==> src/rtl/mqts_pkg.sv <==
// shared types, codes and helpers for the min queue built from two stacks
`timescale 1ns / 1ps
package mqts_pkg;

   localparam int VALUE_WIDTH   = 32;
   localparam int STATUS_WIDTH  = 2;
   localparam int DEFAULT_DEPTH = 16;

   localparam logic OP_ENQUEUE = 1'b0;
   localparam logic OP_DEQUEUE = 1'b1;

   localparam logic [STATUS_WIDTH-1:0] STATUS_OK        = 2'd0;
   localparam logic [STATUS_WIDTH-1:0] STATUS_OVERFLOW  = 2'd1;
   localparam logic [STATUS_WIDTH-1:0] STATUS_UNDERFLOW = 2'd2;

   localparam logic signed [VALUE_WIDTH-1:0] VALUE_MOST_NEGATIVE = 32'sh8000_0000;
   localparam logic signed [VALUE_WIDTH-1:0] VALUE_ZERO          = 32'sh0000_0000;

   // each entry keeps its value and the minimum of every entry below it
   typedef struct packed {
      logic signed [VALUE_WIDTH-1:0] value;
      logic signed [VALUE_WIDTH-1:0] min_below;
   } entry_type;

   localparam int ENTRY_WIDTH = $bits(entry_type);

   function automatic logic signed [VALUE_WIDTH-1:0] min_of(
      input logic signed [VALUE_WIDTH-1:0] a,
      input logic signed [VALUE_WIDTH-1:0] b
   );
      return (a < b) ? a : b;
   endfunction

   function automatic logic signed [VALUE_WIDTH-1:0] queue_min_of(
      input logic                          have_in,
      input logic signed [VALUE_WIDTH-1:0] in_min,
      input logic                          have_out,
      input logic signed [VALUE_WIDTH-1:0] out_min
   );
      logic signed [VALUE_WIDTH-1:0] result;
      if (have_in && have_out) begin
         result = min_of(in_min, out_min);
      end else if (have_in) begin
         result = in_min;
      end else if (have_out) begin
         result = out_min;
      end else begin
         result = VALUE_ZERO;
      end
      return result;
   endfunction

endpackage

==> src/rtl/mqts_if.sv <==
// request and response channel interfaces of the min queue
`timescale 1ns / 1ps
interface mqts_req_if;
   logic                                 valid;
   logic                                 ready;
   logic                                 opcode;
   logic signed [mqts_pkg::VALUE_WIDTH-1:0] in_value;

   modport source (output valid, output opcode, output in_value, input ready);
   modport sink (input valid, input opcode, input in_value, output ready);
endinterface

interface mqts_rsp_if;
   logic                                     valid;
   logic                                     ready;
   logic signed [mqts_pkg::VALUE_WIDTH-1:0]  out_value;
   logic        [mqts_pkg::STATUS_WIDTH-1:0] status;
   logic signed [mqts_pkg::VALUE_WIDTH-1:0]  queue_min;
   logic                                     is_empty;

   modport source (output valid, output out_value, output status, output queue_min,
                   output is_empty, input ready);
   modport sink (input valid, input out_value, input status, input queue_min,
                 input is_empty, output ready);
endinterface

==> src/rtl/mqts_ram.sv <==
// generic single write port, single read port ram with registered read data
`timescale 1ns / 1ps
module mqts_ram #(
   parameter int WIDTH = 64,
   parameter int DEPTH = 16
) (
   input  logic                     clock,
   input  logic                     wr_en,
   input  logic [$clog2(DEPTH)-1:0] wr_addr,
   input  logic [WIDTH-1:0]         wr_data,
   input  logic                     rd_en,
   input  logic [$clog2(DEPTH)-1:0] rd_addr,
   output logic [WIDTH-1:0]         rd_data
);

   logic [WIDTH-1:0] mem [DEPTH];
   logic [WIDTH-1:0] rd_data_ff;

   always_ff @(posedge clock) begin
      if (wr_en) begin
         mem[wr_addr] <= wr_data;
      end
      if (rd_en) begin
         rd_data_ff <= mem[rd_addr];
      end
   end

   assign rd_data = rd_data_ff;

endmodule

==> src/rtl/min_queue_two_stacks_unit.sv <==
// top level of the min queue built from two stacks
//
// req_ch takes one operation per item: opcode 0 enqueues in_value, opcode 1
// dequeues the oldest value. rsp_ch returns exactly one item per request with
// the dequeued value, a status code, the queue minimum and an empty flag.
// Both channels use a valid/ready handshake.
// An enqueue answers in the cycle after it is accepted. A dequeue with data
// in the output stack reads its top from the output stack ram in ST_POP and
// then registers the response. When the output stack is empty the input
// stack is moved across first, one entry per cycle through the input stack
// ram read port, and the last entry read is handed out as the answer. Each
// value crosses once. An empty-queue dequeue answers in the cycle after it
// is accepted.
// One operation is in flight at a time; a new request is taken once the
// response register is empty or being drained in the same cycle, so a stalled
// receiver holds the result and blocks new requests.
// Reset empties both stacks at once; no clearing pass is needed.
`timescale 1ns / 1ps
module min_queue_two_stacks_unit #(
   parameter int STACK_DEPTH = mqts_pkg::DEFAULT_DEPTH
) (
   input logic       clock,
   input logic       reset,
   mqts_req_if.sink  req_ch,
   mqts_rsp_if.source rsp_ch
);

   import mqts_pkg::*;

   localparam int AW = $clog2(STACK_DEPTH);
   localparam int CW = $clog2(STACK_DEPTH + 1);

   localparam logic [1:0] ST_IDLE = 2'd0;
   localparam logic [1:0] ST_XFER = 2'd1;
   localparam logic [1:0] ST_POP  = 2'd2;

   logic [1:0]                    state_ff, state_in;
   logic [CW-1:0]                 in_cnt_ff, in_cnt_in;
   logic [CW-1:0]                 out_cnt_ff, out_cnt_in;
   logic signed [VALUE_WIDTH-1:0] in_min_ff, in_min_in;
   logic signed [VALUE_WIDTH-1:0] out_min_ff, out_min_in;

   logic                           rsp_valid_ff, rsp_valid_in;
   logic signed [VALUE_WIDTH-1:0]  rsp_value_ff, rsp_value_in;
   logic        [STATUS_WIDTH-1:0] rsp_status_ff, rsp_status_in;
   logic signed [VALUE_WIDTH-1:0]  rsp_qmin_ff, rsp_qmin_in;
   logic                           rsp_empty_ff, rsp_empty_in;

   logic                   in_wr_en, in_rd_en, out_wr_en, out_rd_en;
   logic [AW-1:0]          in_wr_addr, in_rd_addr, out_wr_addr, out_rd_addr;
   entry_type              in_wr_entry, out_wr_entry, in_rd_entry, out_rd_entry;
   logic [ENTRY_WIDTH-1:0] in_rd_data, out_rd_data;

   logic                          req_ready;
   logic                          req_fire;
   logic [CW-1:0]                 in_top_idx, out_top_idx;
   logic signed [VALUE_WIDTH-1:0] push_min, xfer_min;

   mqts_ram #(
      .WIDTH(ENTRY_WIDTH),
      .DEPTH(STACK_DEPTH)
   ) in_stack_ram (
      .clock  (clock),
      .wr_en  (in_wr_en),
      .wr_addr(in_wr_addr),
      .wr_data(in_wr_entry),
      .rd_en  (in_rd_en),
      .rd_addr(in_rd_addr),
      .rd_data(in_rd_data)
   );

   mqts_ram #(
      .WIDTH(ENTRY_WIDTH),
      .DEPTH(STACK_DEPTH)
   ) out_stack_ram (
      .clock  (clock),
      .wr_en  (out_wr_en),
      .wr_addr(out_wr_addr),
      .wr_data(out_wr_entry),
      .rd_en  (out_rd_en),
      .rd_addr(out_rd_addr),
      .rd_data(out_rd_data)
   );

   assign in_rd_entry  = entry_type'(in_rd_data);
   assign out_rd_entry = entry_type'(out_rd_data);

   assign req_ready = (state_ff == ST_IDLE) && (!rsp_valid_ff || rsp_ch.ready);
   assign req_fire  = req_ch.valid && req_ready;

   assign in_top_idx  = in_cnt_ff - CW'(1);
   assign out_top_idx = out_cnt_ff - CW'(1);
   assign push_min    = (in_cnt_ff == '0) ? req_ch.in_value
                                          : min_of(req_ch.in_value, in_min_ff);
   assign xfer_min    = (out_cnt_ff == '0) ? in_rd_entry.value
                                           : min_of(in_rd_entry.value, out_min_ff);

   always_comb begin
      state_in      = state_ff;
      in_cnt_in     = in_cnt_ff;
      out_cnt_in    = out_cnt_ff;
      in_min_in     = in_min_ff;
      out_min_in    = out_min_ff;
      rsp_valid_in  = rsp_valid_ff && !rsp_ch.ready;
      rsp_value_in  = rsp_value_ff;
      rsp_status_in = rsp_status_ff;
      rsp_qmin_in   = rsp_qmin_ff;
      rsp_empty_in  = rsp_empty_ff;

      in_wr_en     = 1'b0;
      in_wr_addr   = in_cnt_ff[AW-1:0];
      in_wr_entry  = '{value: req_ch.in_value, min_below: in_min_ff};
      in_rd_en     = 1'b0;
      in_rd_addr   = in_top_idx[AW-1:0];
      out_wr_en    = 1'b0;
      out_wr_addr  = out_cnt_ff[AW-1:0];
      out_wr_entry = '{value: in_rd_entry.value, min_below: out_min_ff};
      out_rd_en    = 1'b0;
      out_rd_addr  = out_top_idx[AW-1:0];

      case (state_ff)
         ST_IDLE: begin
            if (req_fire) begin
               if (req_ch.opcode == OP_ENQUEUE) begin
                  rsp_valid_in = 1'b1;
                  rsp_value_in = VALUE_ZERO;
                  if (in_cnt_ff == CW'(STACK_DEPTH)) begin
                     rsp_status_in = STATUS_OVERFLOW;
                     rsp_qmin_in   = queue_min_of(1'b1, in_min_ff,
                                                  out_cnt_ff != '0, out_min_ff);
                     rsp_empty_in  = 1'b0;
                  end else begin
                     in_wr_en      = 1'b1;
                     in_min_in     = push_min;
                     in_cnt_in     = in_cnt_ff + CW'(1);
                     rsp_status_in = STATUS_OK;
                     rsp_qmin_in   = queue_min_of(1'b1, push_min,
                                                  out_cnt_ff != '0, out_min_ff);
                     rsp_empty_in  = 1'b0;
                  end
               end else if (out_cnt_ff != '0) begin
                  out_rd_en  = 1'b1;
                  out_cnt_in = out_top_idx;
                  state_in   = ST_POP;
               end else if (in_cnt_ff != '0) begin
                  in_rd_en  = 1'b1;
                  in_cnt_in = in_top_idx;
                  state_in  = ST_XFER;
               end else begin
                  rsp_valid_in  = 1'b1;
                  rsp_value_in  = VALUE_MOST_NEGATIVE;
                  rsp_status_in = STATUS_UNDERFLOW;
                  rsp_qmin_in   = VALUE_ZERO;
                  rsp_empty_in  = 1'b1;
               end
            end
         end
         ST_XFER: begin
            if (in_cnt_ff != '0) begin
               out_wr_en  = 1'b1;
               out_min_in = xfer_min;
               out_cnt_in = out_cnt_ff + CW'(1);
               in_rd_en   = 1'b1;
               in_cnt_in  = in_top_idx;
            end else begin
               // last entry moved is the new top, hand it out without storing it
               rsp_valid_in  = 1'b1;
               rsp_value_in  = in_rd_entry.value;
               rsp_status_in = STATUS_OK;
               rsp_qmin_in   = queue_min_of(1'b0, in_min_ff, out_cnt_ff != '0, out_min_ff);
               rsp_empty_in  = (out_cnt_ff == '0);
               state_in      = ST_IDLE;
            end
         end
         ST_POP: begin
            out_min_in    = out_rd_entry.min_below;
            rsp_valid_in  = 1'b1;
            rsp_value_in  = out_rd_entry.value;
            rsp_status_in = STATUS_OK;
            rsp_qmin_in   = queue_min_of(in_cnt_ff != '0, in_min_ff,
                                         out_cnt_ff != '0, out_rd_entry.min_below);
            rsp_empty_in  = (in_cnt_ff == '0) && (out_cnt_ff == '0);
            state_in      = ST_IDLE;
         end
         default: begin
            state_in = ST_IDLE;
         end
      endcase
   end

   always_ff @(posedge clock) begin
      if (reset) begin
         state_ff     <= ST_IDLE;
         in_cnt_ff    <= '0;
         out_cnt_ff   <= '0;
         rsp_valid_ff <= 1'b0;
      end else begin
         state_ff     <= state_in;
         in_cnt_ff    <= in_cnt_in;
         out_cnt_ff   <= out_cnt_in;
         rsp_valid_ff <= rsp_valid_in;
      end
   end

   always_ff @(posedge clock) begin
      in_min_ff     <= in_min_in;
      out_min_ff    <= out_min_in;
      rsp_value_ff  <= rsp_value_in;
      rsp_status_ff <= rsp_status_in;
      rsp_qmin_ff   <= rsp_qmin_in;
      rsp_empty_ff  <= rsp_empty_in;
   end

   assign req_ch.ready     = req_ready;
   assign rsp_ch.valid     = rsp_valid_ff;
   assign rsp_ch.out_value = rsp_value_ff;
   assign rsp_ch.status    = rsp_status_ff;
   assign rsp_ch.queue_min = rsp_qmin_ff;
   assign rsp_ch.is_empty  = rsp_empty_ff;

endmodule
==> src/flat_wrapper.sv <==
// flat-port wrapper written by rule: the top's interface ports become plain ports
module min_queue_two_stacks_unit_flat import mqts_pkg::*;
#(
   parameter int STACK_DEPTH = mqts_pkg::DEFAULT_DEPTH
)
  (clock, reset, req_ch_valid, req_ch_opcode, req_ch_in_value, req_ch_ready, rsp_ch_valid, rsp_ch_out_value, rsp_ch_status, rsp_ch_queue_min, rsp_ch_is_empty, rsp_ch_ready);
  mqts_req_if req_ch_i ();
  mqts_rsp_if rsp_ch_i ();
  input logic clock;
  input logic reset;
  input wire logic [$bits(req_ch_i.valid)-1:0] req_ch_valid;
  input wire logic [$bits(req_ch_i.opcode)-1:0] req_ch_opcode;
  input wire logic [$bits(req_ch_i.in_value)-1:0] req_ch_in_value;
  output wire logic [$bits(req_ch_i.ready)-1:0] req_ch_ready;
  output wire logic [$bits(rsp_ch_i.valid)-1:0] rsp_ch_valid;
  output wire logic [$bits(rsp_ch_i.out_value)-1:0] rsp_ch_out_value;
  output wire logic [$bits(rsp_ch_i.status)-1:0] rsp_ch_status;
  output wire logic [$bits(rsp_ch_i.queue_min)-1:0] rsp_ch_queue_min;
  output wire logic [$bits(rsp_ch_i.is_empty)-1:0] rsp_ch_is_empty;
  input wire logic [$bits(rsp_ch_i.ready)-1:0] rsp_ch_ready;
  assign req_ch_i.valid = req_ch_valid;
  assign req_ch_i.opcode = req_ch_opcode;
  assign req_ch_i.in_value = req_ch_in_value;
  assign req_ch_ready = req_ch_i.ready;
  assign rsp_ch_valid = rsp_ch_i.valid;
  assign rsp_ch_out_value = rsp_ch_i.out_value;
  assign rsp_ch_status = rsp_ch_i.status;
  assign rsp_ch_queue_min = rsp_ch_i.queue_min;
  assign rsp_ch_is_empty = rsp_ch_i.is_empty;
  assign rsp_ch_i.ready = rsp_ch_ready;
  min_queue_two_stacks_unit #(.STACK_DEPTH(STACK_DEPTH)) u_core (.clock(clock), .reset(reset), .req_ch(req_ch_i), .rsp_ch(rsp_ch_i));
endmodule
==> config.mk <==
export PLATFORM = sky130hd
export DESIGN_NAME = min_queue_two_stacks_unit_flat
export DESIGN_NICKNAME = d
export VERILOG_FILES = /design/src/rtl/mqts_pkg.sv /design/src/rtl/mqts_if.sv /design/src/rtl/mqts_ram.sv /design/src/rtl/min_queue_two_stacks_unit.sv /design/src/flat_wrapper.sv
export SDC_FILE = /design/constraint.sdc
export NUM_CORES = 2
export LEC_CHECK = 0
export BUFFER_PORTS_ARGS = -buffer_cell sky130_fd_sc_hd__buf_4
export CORE_MARGIN = 2
export CORE_UTILIZATION = 41
export DETAILED_ROUTE_END_ITERATION = 12
export HOLD_SLACK_MARGIN = 0.02
export PLACE_DENSITY = 0.56
export SYNTH_ARGS = -nofsm -noshare
export SYNTH_HDL_FRONTEND = slang
export SYNTH_SLANG_ARGS = --single-unit
==> constraint.sdc <==
create_clock -name clock -period 12.4 [get_ports clock]
set_input_delay 1.24 -clock clock [delete_from_list [all_inputs] [get_ports clock]]
set_output_delay 1.24 -clock clock [all_outputs]
set_load 0.01 [all_outputs]
# Word-level counts from Yosys, hierarchy flattened
# Memories as Yosys holds them, arrays and structs flattened. A register that Yosys moved wholly into a read port is not among the register bits.
# Index checks and enable logic that the tools add are counted.
[op_classes] n_eq_ne=13 n_addsub=4 muxes=80 n_reduce_logical=22 bitwise=2 shifts=0 div=0 magnitude_cmp=5 mul=0
[ops] cell="$mux 32" count=25
[ops] cell="$pmux 32 s3" count=2
[ops] cell="$lt 32x32->1" count=5
[ops] cell="$pmux 32 s2" count=1
[ops] cell="$mux 5" count=9
[ops] cell="$mux 1" count=27
[ops] cell="$pmux 5 s2" count=2
[ops] cell="$mux 2" count=9
[ops] cell="$ne 3x3->1 const B" count=4
[ops] cell="$reduce_and 4->1" count=3
[ops] cell="$add 5x1->5 const B" count=2
[ops] cell="$logic_not 5->1" count=2
[ops] cell="$reduce_and 5->1" count=2
[ops] cell="$reduce_bool 5->1" count=2
[ops] cell="$sub 5x1->5 const B" count=2
[ops] cell="$ne 2x2->1 const B" count=3
[ops] cell="$pmux 1 s3" count=2
[ops] cell="$pmux 2 s3" count=1
[ops] cell="$eq 5x5->1 const B" count=1
[ops] cell="$logic_and 1x1->1" count=5
[ops] cell="$ne 2x1->1 const B" count=2
[ops] cell="$pmux 2 s2" count=1
[ops] cell="$reduce_bool 2->1" count=2
[ops] cell="$ne 3x1->1 const B" count=1
[ops] cell="other kinds (9)" count=11
[totals] ram_bits=2048 out_inout_bits=69 mem_count=2 rom_bits=0 register_bits=144 in_bits=37 latch_bits=0 wordCells=138
[mem_list] name="u_core.in_stack_ram.mem" depth=16 width=64 rd=1 rd_clocked_by_memory_dff=1 write_ports=1 line="mqts_ram.sv:16" text="logic [WIDTH-1:0] mem [DEPTH];"
[mem_list] name="u_core.out_stack_ram.mem" depth=16 width=64 rd=1 rd_clocked_by_memory_dff=1 write_ports=1 line="mqts_ram.sv:16"

# Depth between registers and ports, before layout
[depth] word_depth=10 ltp_mapped=24 ltp_nobuf=21

# Hierarchy
# A second synthesis with hierarchy kept.
[hier_totals] cells_unflattened=4548 hier_area_um2=92019.5
[modules_own_cells] module="mqts_ram" instances=2 seq_area_each_um2=32671.3 area_each_um2=40222.3 cells_each=1647
[modules_own_cells] module="min_queue_two_stacks_unit" instances=1 seq_area_each_um2=4194.0 area_each_um2=11574.9 cells_each=1254

# Least setup slack after synthesis
# Ideal clock, no wire load.
[synth_timing] path_type="register to register" start="register u_core.in_cnt_ff[0]" end="memory u_core.in_stack_ram.mem[3][32] (enable)" path_stages_with_launch=12 t_arrival_ps=6121 required_ps=11939 setup_ps=461 path_slack_ps=5818 n_path_buf=3 synth_period_minus_slack_ps=6582 path_cell_list="dfxtp_1 clkbuf_1 clkbuf_1 buf_1 inv_1 ha_1 nor3b_2 nand2_1 nand2b_1 nor2_1 nand2_1 nor3_1"
[synth_via] elab_chain_len=7
[synth_lines] item="start, declared" line="min_queue_two_stacks_unit.sv:38" text="logic [CW-1:0] in_cnt_ff, in_cnt_in;"
[synth_lines] item="start signal, assigned" line="min_queue_two_stacks_unit.sv:199" text="in_cnt_ff <= in_cnt_in;"
[synth_lines] item="$eq 5x5->1" line="min_queue_two_stacks_unit.sv:127" text="if (in_cnt_ff == CW'(STACK_DEPTH)) begin"
[synth_lines] item="$mux 1" line="min_queue_two_stacks_unit.sv:127"
[synth_lines] item="$mux 1" line="min_queue_two_stacks_unit.sv:124" text="if (req_ch.opcode == OP_ENQUEUE) begin"
[synth_lines] item="$mux 1" line="min_queue_two_stacks_unit.sv:123" text="if (req_fire) begin"
[synth_lines] item="$mux 1" line="min_queue_two_stacks_unit.sv:121" text="case (state_ff)"
[synth_lines] item="$mux 1" line="mqts_ram.sv:20" text="if (wr_en) begin"
[synth_lines] item="$mux 1 (implied by the code)" line="mqts_ram.sv:21" text="mem[wr_addr] <= wr_data;"
[synth_lines] item="end, declared" line="mqts_ram.sv:16"
# Several ways; a longest one is shown, not always the timed one.

# Final worst setup path
[layout_timing] start="register u_core.in_min_ff[3]" end="register u_core.rsp_qmin_ff[0], in the netlist u_core.rsp_ch.queue_min[0] (data pin)"
[layout_via] elab_chain_len=10 word_cells_on_any_way=16 cone_classes="4 x order compare; 12 x mux"
[layout_lines] item="start, declared" line="min_queue_two_stacks_unit.sv:40" text="logic signed [VALUE_WIDTH-1:0] in_min_ff, in_min_in;"
[layout_lines] item="start signal, assigned" line="min_queue_two_stacks_unit.sv:206" text="in_min_ff <= in_min_in;"
[layout_lines] item="$lt 32x32->1" line="mqts_pkg.sv:31" text="return (a < b) ? a : b;"
[layout_lines] item="$mux 32" line="mqts_pkg.sv:31"
[layout_lines] item="$mux 32" line="min_queue_two_stacks_unit.sv:93" text="assign push_min = (in_cnt_ff == '0) ? req_ch.in_value"
[layout_lines] item="via u_core.push_min[5]" line="min_queue_two_stacks_unit.sv:57" text="logic signed [VALUE_WIDTH-1:0] push_min, xfer_min;"
[layout_lines] item="$lt 32x32->1" line="mqts_pkg.sv:31"
[layout_lines] item="$mux 32" line="mqts_pkg.sv:31"
[layout_lines] item="$mux 32" line="mqts_pkg.sv:41" text="if (have_in && have_out) begin"
[layout_lines] item="$mux 32" line="min_queue_two_stacks_unit.sv:127"
[layout_lines] item="$mux 32" line="min_queue_two_stacks_unit.sv:124"
[layout_lines] item="$mux 32" line="min_queue_two_stacks_unit.sv:123"
[layout_lines] item="$pmux 32 s3" line="min_queue_two_stacks_unit.sv:121"
[layout_lines] item="via u_core.rsp_qmin_in[0]" line="min_queue_two_stacks_unit.sv:46" text="logic signed [VALUE_WIDTH-1:0] rsp_qmin_ff, rsp_qmin_in;"
[layout_lines] item="end signal, assigned" line="min_queue_two_stacks_unit.sv:210" text="rsp_qmin_ff <= rsp_qmin_in;"
[layout_lines] item="end, declared" line="min_queue_two_stacks_unit.sv:46"
# The timed path passes the listed nets, and every way through them passes these cells. The select of a mux whose other input is x is not followed.
# A chain may end at the register's enable or synchronous reset.

==> metrics.cfg <==
[outcome]
status = completed

[setup_path]
rr_startpoint = u_core.in_min_ff[3]
critical_path.most_common_cell = a21oi_1
crit_arrival_ns = 7.63
worst_setup_path_end_kind = register
crit_path_max_fanout = 63
critPathKind = register to register
reg2reg_setup_slack_ns = 5.42
slowest_delay_ns = 0.65
cp_cell_sequence = inv_1 -> ha_1 -> nor2_1 -> nor3_1 -> a21oi_1 -> o21ai_0 -> a21oi_1 -> xor2_1 -> nand2_1 -> buf_4 -> mux2_2 -> ha_1 -> a21o_1 -> nand3_1 -> a211oi_1 -> o41a_1 -> a211oi_1 -> xor2_1 -> a21oi_1 -> nand3_4 -> a221o_1 -> a21oi_1
startpoint_type = register
worstReg2RegEnd = u_core.rsp_ch.queue_min[0]
worstPathRequired_ns = 13.05
slowest_stage = nand3_4
r2r_cells = 22

[global_route]
antenna_found_initial = 7
first_global_vias = 38200
grt_pass1_wl_um = 271000
grt_remaining_overflow = 0
grt_max_degree = 68
grt_usage = 0.205

[sta]
slew-limit-headroom = 0.247
fin_crit_ns = 6.98
setup_violations = 0
drv_slew = 0
rsz0062_at_grt = no
fin_skew_ns = 0.0404
worst_slew_pin_slew_ns = 1.13
hold_violations = 0
hold_slack_ns = 0.562
period_share = 0.563
setup-tns-final_ns = 0
fmax_mhz = 143

[min_path]
worstHoldPathCells = 2
hp-class = register to register
hold_path.startpoint = u_core.out_cnt_ff[4]
holdPathEnd = u_core.out_cnt_ff[4]

[run]
max-cap-violations = 0

[clock_tree]
holdBufCountCts = 0
cts_root_buffer = clkbuf_16
htreeDepth = 4
cts_buffers = 188
clk_path_buf_depth = 3
clk_latency_ns = 0.82
cts_tree = done
clkTransAtPathRegs_ns = 0.06
cts_resized = 0
clock_sinks = 1776
postCtsSetupBuffers = 0

[synth]
synth_edf_count = 1763
ys_types = 75
syn_area_per_cell_um2 = 20.0
synthArstFlopShare = 0
yosys_register_bits = 1776
synth_nets = 3860
netlist_area_um2 = 73200
ys.flop_type = edfxtp_1
synth.yosys.warnings = 0
ys_seq_area_frac = 0.727
syn_inst = 3655

[place]
portBuffers = 105
dp_cells = 6015
hpwlAfterDp_um = 106000
gp_congestion = 0.874

[floorplan]
core_um2 = 178000
rows = 155
chipHeight_um = 426
initial_utilization = 0.411
die_w_um = 426
die_area_um2 = 182000
io_pins = 106

[power_and_ir_drop]
power_mw = 21.6
peakVddDrop_v = 0.000212
power.density_nw_per_um2 = 261
p_leak_nw = 26.0

[route]
wl_per_cell_um = 29.1
num_vias = 37000
drt-total-wl_um = 185000
drc = 0
antenna_left = 0
dr.first_iter.drc_count = 3753
drt_pass1_iterations = 5
vias_per_cell = 5.81

[finish]
final_cell_count_no_fill = 6364
drive_gt1_frac = 0.265
nets = 4055
area_growth_pct = 13.4

through the flow:
step	area, um2	setup WS, ns	util
5_1_grt	83000	4.85	0.467
3_5_place_dp	77200	4.62	0.434
6_report	83000	5.42	0.467
4_1_cts	83000	5.38	0.467
2_1_floorplan	73200	5.82	-
3_3_place_gp	77200	4.67	0.434
worst max-delay path: cells and delay by family, from the launching register on:
kind	cells	cell delay, ns
AOI/OAI and AO/OA	10	2.93
xor gates and xnor gates	2	0.29
adders and majority gates	2	0.54
buffers and inverters	2	0.62
DFF	1	0.52
muxes	1	0.41
and+or+nand+nor	5	1.48
layout make-up:
cell class / instances / area [um2]
multi-input cells: 1578 / 19100
well taps: 2355 / 2950
fillers: 14800 / 94800
clock buffers: 237 / 4910
flip-flops and latches: 1776 / 53200
inverters: 109 / 409
diodes: 5 / 12.5
clock inverters: 107 / 907
repair buffers: 197 / 1480
metal layers:
metal	vias up	track usage	wire, um
met5	-	0	30
met4	4	0.0677	5890
met3	285	0.0294	10300
met2	1229	0.332	89400
met1	19800	0.286	79800
li1	15700	-	-
worst max path at each step:
stage / start / to / slack, ns / cells past startpoint
2_1_floorplan: u_core.in_cnt_ff[0] / u_core.in_stack_ram.mem[3][32] / 5.82 / 11
3_3_place_gp: req_ch_in_value[1] / u_core.rsp_ch.queue_min[0] / 4.67 / 22
3_5_place_dp: req_ch_in_value[2] / u_core.rsp_ch.queue_min[0] / 4.62 / 22
4_1_cts: u_core.in_min_ff[3] / u_core.rsp_ch.queue_min[0] / 5.38 / 22
5_1_grt: u_core.in_min_ff[3] / u_core.rsp_ch.queue_min[0] / 4.85 / 21
6_report: u_core.in_min_ff[3] / u_core.rsp_ch.queue_min[0] / 5.42 / 22
state kept, by name, indices dropped and copies added (netlist names):
signal and cells:
u_core.state_ff 2, u_core.in_stack_ram.mem 512, u_core.out_stack_ram.rd_data 64, u_core.out_cnt_ff 5
u_core.in_min_ff 32, u_core.out_min_ff 32, u_core.out_stack_ram.mem 1024, u_core.rsp_ch.is_empty 1
u_core.rsp_ch.out_value 32, u_core.in_stack_ram.rd_data 32, u_core.rsp_ch.status 2, u_core.in_cnt_ff 5
u_core.rsp_ch.queue_min 32, u_core.rsp_ch.valid 1
kinds of logic (layout without fill, tap and decap cells):
group / after synthesis / after routing / synth area share
mux: 544 / 544 / 0.158
compound gates: 373 / 373 / 0.0356
buf+inv: 301 / 650 / 0.0167
fa+ha+maj: 168 / 168 / 0.0287
simple gates: 481 / 481 / 0.0330
flops: 1776 / 1776 / 0.727
other cells: 0 / 5 / 0
xor+xnor: 12 / 12 / 0.00144
cells in the final DEF, fill, tap and decap left out, drive strengths merged, types with 31 or more instances in the layout:
cell type  instances
inv              123
o311ai            31
o41ai             32
nor2             124
mux2              64
mux4             480
clkbuf           237
a21boi            32
clkinv            78
o21ai             33
a21oi             98
a22oi             36
nor2b             43
o211ai            35
buf              197
ha               168
nand3            113
nand4             53
nand2             89
edfxtp          1763
power by group:
part / internal, mW / total (mW) / switching (mW)
sequential: 7.89 / 8.83 / 0.943
combinational: 3.31 / 7.43 / 4.12
clock: 3.04 / 5.36 / 2.33
Yosys cell counts, types with 3 or more instances:
library cell	number	area share
a2111oi_0	4	0.00048
a211oi_1	8	0.00082
a21boi_0	32	0.0033
a21o_1	25	0.0026
a21oi_1	98	0.0067
a22oi_1	36	0.0037
a31oi_1	5	0.00043
and2_1	3	0.00026
and3_1	4	0.00034
buf_1	33	0.0017
buf_2	23	0.0016
buf_4	5	0.00051
buf_6	6	0.00092
clkbuf_1	124	0.0064
dfxtp_1	13	0.0036
edfxtp_1	1763	0.72
ha_1	168	0.029
inv_1	109	0.0056
mux2_2	64	0.0098
mux4_2	480	0.15
nand2_1	89	0.0046
nand2b_1	17	0.0015
nand3_1	111	0.0076
nand4_1	52	0.0044
nor2_1	124	0.0064
nor2b_1	43	0.0037
nor3_1	14	0.00096
nor4_1	3	0.00026
o2111ai_1	3	0.00036
o211ai_1	34	0.0035
o21a_1	6	0.00062
o21ai_0	29	0.0020
o21ai_1	4	0.00027
o311ai_0	28	0.0034
o311ai_1	3	0.00036
o41ai_1	32	0.0038
or2_2	3	0.00026
or3_1	3	0.00026
xnor2_1	9	0.0011
xor2_1	3	0.00036
Note: power is estimated with default switching activity, not from simulation.
